==> src/sv/tmtc_pkg.sv <==
`timescale 1ns / 1ps
`default_nettype none
// ----------------------------------------------------------------------------
// tmtc_pkg
// Shared types, codes and helpers of the tempo map tick/time converter.
// ----------------------------------------------------------------------------
package tmtc_pkg;

    localparam int MAX_ENTRIES_DEF = 64;
    localparam int PROD_W          = 88;

    localparam logic [15:0] TPQ_RESET       = 16'd480;
    localparam logic [23:0] DEF_TEMPO_RESET = 24'd500000;
    localparam logic [47:0] TICK_OUT_MAX    = 48'hFFFF_FFFF_FFFF;

    typedef enum logic [2:0] {
        OP_CLEAR    = 3'd0,
        OP_APPEND   = 3'd1,
        OP_FINALIZE = 3'd2,
        OP_TICK2TIM = 3'd3,
        OP_TIM2TICK = 3'd4,
        OP_TEMPO_AT = 3'd5
    } op_t;

    localparam logic [1:0] CFG_TPQ       = 2'd0;
    localparam logic [1:0] CFG_DEF_TEMPO = 2'd1;

    typedef struct packed {
        logic [31:0] tick;
        logic [23:0] tempo;
        logic [63:0] start;
    } entry_t;

    // One multiply-divide request: floor(a * b / d), saturated to 64 bits.
    typedef struct packed {
        logic [63:0] a;
        logic [23:0] b;
        logic [23:0] d;
    } md_req_t;

    function automatic logic [63:0] sat_add(input logic [63:0] x, input logic [63:0] y);
        logic [64:0] s;
        s = {1'b0, x} + {1'b0, y};
        return s[64] ? {64{1'b1}} : s[63:0];
    endfunction

    function automatic logic [23:0] nz(input logic [23:0] d);
        return (d == 24'd0) ? 24'd1 : d;
    endfunction

endpackage
`default_nettype wire

==> src/sv/tmtc_muldiv.sv <==
`timescale 1ns / 1ps
`default_nettype none
// ----------------------------------------------------------------------------
// tmtc_muldiv
// Sequential floor(a*b/d): two 32x24 partial products, then one quotient
// bit per cycle over the 88-bit product. Result saturates at 64 bits.
// ----------------------------------------------------------------------------
module tmtc_muldiv (
    input  wire logic              clk,
    input  wire logic              rst_n,
    input  wire logic              go,
    input  wire tmtc_pkg::md_req_t req,
    output logic                   done,
    output logic [63:0]            q
);

    typedef enum logic [4:0] {
        M_IDLE = 5'b00001,
        M_LO   = 5'b00010,
        M_HI   = 5'b00100,
        M_SUM  = 5'b01000,
        M_DIV  = 5'b10000
    } mstate_t;

    mstate_t                       state_reg;
    logic [6:0]                    step_reg;
    logic                          done_reg;
    logic [63:0]                   a_reg;
    logic [23:0]                   b_reg;
    logic [23:0]                   d_reg;
    logic [55:0]                   lo_reg;
    logic [55:0]                   hi_reg;
    logic [tmtc_pkg::PROD_W-1:0]   prod_reg;
    logic [23:0]                   rem_reg;

    logic [24:0] rem_sh;
    logic        ge;
    logic [24:0] rem_sub;

    assign rem_sh  = {rem_reg, prod_reg[tmtc_pkg::PROD_W-1]};
    assign ge      = rem_sh >= {1'b0, d_reg};
    assign rem_sub = rem_sh - {1'b0, d_reg};

    always_ff @(posedge clk or negedge rst_n)
    begin
        if (!rst_n)
        begin
            state_reg <= M_IDLE;
            step_reg  <= 7'd0;
            done_reg  <= 1'b0;
        end
        else
        begin
            done_reg <= 1'b0;
            unique case (state_reg)
                M_IDLE:
                begin
                    if (go)
                    begin
                        state_reg <= M_LO;
                    end
                end
                M_LO:  state_reg <= M_HI;
                M_HI:  state_reg <= M_SUM;
                M_SUM:
                begin
                    step_reg  <= 7'd0;
                    state_reg <= M_DIV;
                end
                M_DIV:
                begin
                    step_reg <= step_reg + 7'd1;
                    if (step_reg == 7'(tmtc_pkg::PROD_W - 1))
                    begin
                        done_reg  <= 1'b1;
                        state_reg <= M_IDLE;
                    end
                end
                default: state_reg <= M_IDLE;
            endcase
        end
    end

    always_ff @(posedge clk)
    begin
        if (state_reg == M_IDLE && go)
        begin
            a_reg <= req.a;
            b_reg <= req.b;
            d_reg <= req.d;
        end
        if (state_reg == M_LO)
        begin
            lo_reg <= a_reg[31:0] * b_reg;
        end
        if (state_reg == M_HI)
        begin
            hi_reg <= a_reg[63:32] * b_reg;
        end
        if (state_reg == M_SUM)
        begin
            prod_reg <= {hi_reg, 32'd0} + {32'd0, lo_reg};
            rem_reg  <= 24'd0;
        end
        if (state_reg == M_DIV)
        begin
            prod_reg <= {prod_reg[tmtc_pkg::PROD_W-2:0], ge};
            rem_reg  <= ge ? rem_sub[23:0] : rem_sh[23:0];
        end
    end

    assign done = done_reg;
    assign q    = (|prod_reg[tmtc_pkg::PROD_W-1:64]) ? {64{1'b1}} : prod_reg[63:0];

endmodule
`default_nettype wire

==> config.mk <==
export PLATFORM = sky130hd
export DESIGN_NAME = tmtc_muldiv
export DESIGN_NICKNAME = d
export VERILOG_FILES = /design/src/sv/tmtc_pkg.sv /design/src/sv/tmtc_muldiv.sv
export SDC_FILE = /design/constraint.sdc
export NUM_CORES = 2
export LEC_CHECK = 0
export ABC_AREA = 1
export BUFFER_PORTS_ARGS = -buffer_cell sky130_fd_sc_hd__buf_2
export CAP_MARGIN = 10
export CORE_MARGIN = 10
export CORE_UTILIZATION = 50
export CTS_BUF_LIST = sky130_fd_sc_hd__clkbuf_4 sky130_fd_sc_hd__clkbuf_8
export CTS_CLUSTER_SIZE = 25
export DETAILED_ROUTE_END_ITERATION = 6
export GPL_TIMING_DRIVEN = 0
export PLACE_DENSITY = 0.76
export SYNTH_ARGS = -nofsm -noshare
export SYNTH_HDL_FRONTEND = slang
export SYNTH_SLANG_ARGS = --single-unit
==> constraint.sdc <==
create_clock -name clk -period 16.45 [get_ports clk]
set_input_delay 0.8225 -clock clk [delete_from_list [all_inputs] [get_ports clk]]
set_output_delay 0.8225 -clock clk [all_outputs]
set_load 0.01 [all_outputs]
---- Word level (Yosys, flattened, before mapping) ----
Cells that the tools add are included.
word-level totals
  register bits ........................... 349
  output and inout bits ................... 65
operators by class
  add/sub/neg operators ................... 3
  $mul .................................... 2
  $lt $le $gt $ge ......................... 1
  equality and inequality tests ........... 8
  muxes and demuxes ....................... 12
  reductions and logical operators ........ 4
operators with widths
  cell                 number
  $mux 88              2
  $mul 32x24->56       2
  $add 88x56->88       1
  $mux 24              3
  $mux 64              1
  $ge 25x24->1         1
  $pmux 5 s5           1
  $reduce_or 24->1     1
  $sub 24x24->24       1
  $pmux 7 s2           1
  $mux 5               2
  $add 7x1->7 const B  1
  $eq 7x7->1 const B   1
  $eq 5x1->1 const B   1
  $eq 5x2->1 const B   1
  $eq 5x3->1 const B   1
  $eq 5x4->1 const B   1
  $eq 5x5->1 const B   1
  $ne 2x2->1 const B   2
  $mux 1               2
  $reduce_and 2->1     1
  $reduce_bool 2->1    1
  $logic_and 1x1->1    1

---- Longest topological paths before layout ----
  word-level depth ........................ 3
  depth in mapped cells ................... 30

---- Worst setup path before layout ----
No wires, ideal clock.
  path type ............................... input port to flip-flop
  start point ............................. input go
  end point ............................... register a_reg[0] (enable)
  setup time .............................. 0.858 ns
  arrival time ............................ 11.473 ns
  required time ........................... 15.592 ns
  slack ................................... 4.119 ns
  stages .................................. 2
  path buffers ............................ 0
  cell sequence ........................... inv_1 > nor4_1
on the way
  longest elaborated chain between the ends .. 1
RTL lines
  element               line               RTL
  from (decl)           tmtc_muldiv.sv:11  input wire logic go,
  $logic_and 1x1->1     tmtc_muldiv.sv:86  if (state_reg == M_IDLE && go)
  to (signal assigned)  tmtc_muldiv.sv:88  a_reg <= req.a;
  to (decl)             tmtc_muldiv.sv:28  logic [63:0] a_reg;
No other way between the ends.
A chain may end at the register's enable or synchronous reset.

---- Worst setup path in the final report ----
  start point ............................. register b_reg[9]
  end point ............................... register lo_reg[54] (data pin)
on the way
  longest elaborated chain between the ends .. 1
RTL lines
  element                 line               RTL
  from (decl)             tmtc_muldiv.sv:29  logic [23:0] b_reg;
  from (signal assigned)  tmtc_muldiv.sv:89  b_reg <= req.b;
  $mul 32x24->56          tmtc_muldiv.sv:94  lo_reg <= a_reg[31:0] * b_reg;
  to (signal assigned)    tmtc_muldiv.sv:94
  to (decl)               tmtc_muldiv.sv:31  logic [55:0] lo_reg;
No other way between the ends.

==> results by group <==
STA
  • Unrepaired setup endpoints after global routing: false
  • Relative slew margins: between 1 and 1.5%
  • Final hold vios: 0
  • Post-route clock period utilization: a little over half
  • Setup violations, final: 0
  • Hold slack final: 0.164 ns
  • Peak Freq: roughly 0.12 GHz
  • Clock skew: 0.0905 ns
  • Final setup margin: approximately 7.8 ns
  • Worst-Margin Slew: between 1 and 1.5 ns
  • Final slew viol count: 0
  • Min Tclk post-route: around 8.6 ns

Setup path
  • Req. time, crit path: approximately 17 ns
  • Largest delay share family, worst path: adder cells
  • CP arrival: slightly above 9 ns
  • Worst Path Buf+Inv: 7
  • Endpoint class of the critical path: flip-flop
  • Cell Chain, Critical Path: clkbuf_1 > buf_1 > nand2_1 > fa_1 > inv_1 > fa_1 > inv_1 > fa_1 > inv_1 > fa_1 > fa_1 > fa_1 > inv_1 > fa_1 > inv_1 > ha_1 > a21oi_1 > o21ai_0 > a21oi_1 > nand2_1 > nand2_1 > nand3_1 > nand2_1 > nand2_1
  • Most used cell, CP: fa_1
  • Setup CP Type: reg2reg
  • CP startpoint kind: flip-flop
  • Critical-path maximum fanout: 10
  • Slowest cell on crit path: buf_1
  • Max stage delay on crit path: a little under 1 ns

Logic synthesis
  • Synth area leader: fa_1
  • Post-synthesis cell count: between 9000 and 10000
  • Area of the mapped netlist: about 70000 sq um
  • #FFs+latches synth: 349
  • Syn avg cell area: 7.69 sq um
  • Number of flops mapped to enable cells by yosys: between 300 and 400
  • Synth top area cells: fa_1, inv_1, nand2_1
  • Warnings, synthesis: 0
  • Syn Nets: approximately 11000
  • Async set-reset flop share out of synthesis: around 3.7%
  • Sequential area share after synthesis: between 10 and 15%
  • Post-synth cell types: slightly below 50
  • Top_reg_cell synth: edfxtp_1
  • Synth top area share: 37.5%

Floorplanning
  • I/O pin total: 180
  • # rows: around 140
  • Die Ht: roughly 400 um
  • Core Region: 140000 sq um
  • Starting Density: ~50%
  • Die area: between 150000 and 200000 sq um
  • Die Wd: 395 um

Cells and area
  • Design Area, Final: 75400 sq um
  • Max reg flops: 88
  • Layout Nets: 11281
  • Multi-input logic area: roughly 48000 sq um
  • Register area: between 10000 and 15000 sq um
  • Final-layout fill cell count: approximately 13000
  • Layout cells sized above 1: 4.11%
  • Final core utilization: a little over half
  • Area Overhead vs Synth: 7.16%

Clock network
  • H-tree depth: 2
  • Clock Sinks: ~350
  • CTS tree: built
  • Reg clk slew, reported paths: 0.07 ns
  • Clock Tree Buf Depth: 3
  • Root Driver: clkbuf_8
  • CTS Buf Count: 60
  • Worst-Skew Late Latency: around 0.84 ns

Outcome
  • Status: completed

Route
  • Initial DRC count: between 6000 and 7000
  • Residual DRC: 0
  • Vias per inst: 5.37
  • M1 WL: 105 mm
  • DRT antenna net count: 0
  • Met2 wire length: about 120 mm
  • Final wirelength: ~280 mm
  • DR WL/cell: approximately 24 um
  • DR vias: between 60000 and 70000
  • Top routing layer in use: met5
  • WL met3: approximately 36 mm
  • DRT Pass-1 Iters: 6

Run
  • MaxCap Viol Count: 0

Placed design
  • Detailed Place HPWL: ~230 mm
  • Dpl cell area: about 74000 sq um
  • I/O Buffers: 179
  • Place WS: approximately 8.1 ns
  • GP Congestion: ~1.1

Global route
  • First-pass GRT wire length: between 400 and 500 mm
  • Pin count of the biggest net entering global routing: 67
  • All-Layer GR Usage: a little over a third
  • Vias in the first global route: 63034
  • Initial antenna violation count: 21
  • Total grt overflow: 0

Hold path
  • Worst hold path class: in2reg
## path summary, 6_finish.rpt
path	start	end	slack [ns]	cells past startpoint
setup reg to reg	b_reg[9]	lo_reg[54]	7.85	24
max in group asynchronous	rst_n	step_reg[0]	15.66	2
hold reg to reg	step_reg[6]	step_reg[6]	0.48	1
hold / removal	req[36]	b_reg[12]	0.16	1
min in group asynchronous	rst_n	done	0.47	2
setup / recovery	b_reg[9]	lo_reg[54]	7.85	24
## cells by family after synthesis
kind of cell,count (synthesis),synth area share [%]
muxes,1,0.0142
DFF,349,14.8
buffers and inverters,3117,16.7
AOI/OAI and AO/OA,373,2.84
xor gates and xnor gates,83,1.03
adders and majority gates,1731,44.9
and+or+nand+nor,3496,19.7
## cell type report
type / count / share of cell area, %
antenna: 7 / 0.0232
multi-input combinational: 5684 / 63.9
sequential: 349 / 13.8
timing repair buffer: 223 / 1.84
buffer: 329 / 1.74
clock inverter: 37 / 0.450
clock buffer: 70 / 1.20
tap: 1876 / 3.11
inverter: 2788 / 13.9
## cells in the mapped netlist (20+ instances only)
cell type	count
nor2_1	334
clkbuf_1	240
nand2_1	2772
edfxtp_1	336
xnor2_1	29
xor2_1	54
inv_1	2787
o21bai_1	20
nand3_1	210
buf_1	63
o21ai_0	161
fa_1	1318
nor3_1	43
a21oi_1	161
ha_1	413
buf_2	22
nand4_1	64
## cell usage in the layout, fill, tap and decap left out, drive strengths merged, types with 26 or more instances in the layout
| cell | instances |
|---|---|
| a21oi | 163 |
| buf | 311 |
| clkbuf | 310 |
| clkinv | 26 |
| edfxtp | 336 |
| fa | 1318 |
| ha | 413 |
| inv | 2791 |
| nand2 | 2777 |
| nand3 | 213 |
| nand4 | 64 |
| nor2 | 339 |
| nor3 | 46 |
| o21ai | 169 |
| xnor2 | 29 |
| xor2 | 54 |
## metal layers
| metal | up-vias | GRT usage [%] |
|---|---|---|
| li1 | 26667 | - |
| met2 | 3505 | 52.4 |
| met5 | - | 0.369 |
| met4 | 24 | 22.0 |
| met3 | 790 | 11.5 |
| met1 | 29992 | 45.2 |
## per-stage QoR
stage | setup TNS [ns] | instances
6_report | 0 | 11363
5_1_grt | 0 | 11357
2_1_floorplan | 0 | 9150
3_3_place_gp | -152.74 | 11205
3_5_place_dp | 0 | 11243
4_1_cts | 0 | 11351
## repair_timing
| item | in CTS | in global routing |
|---|---|---|
| hold buffers | 1 | 0 |
| gates resized for setup | 0 | 0 |
| buffers inserted | 0 | 0 |
| endpoints found under the hold margin | 12 | 0 |
Power is left out: the tool's default activity adds up to more than one toggle a clock period on the data nets, which glitch-free logic cannot reach.
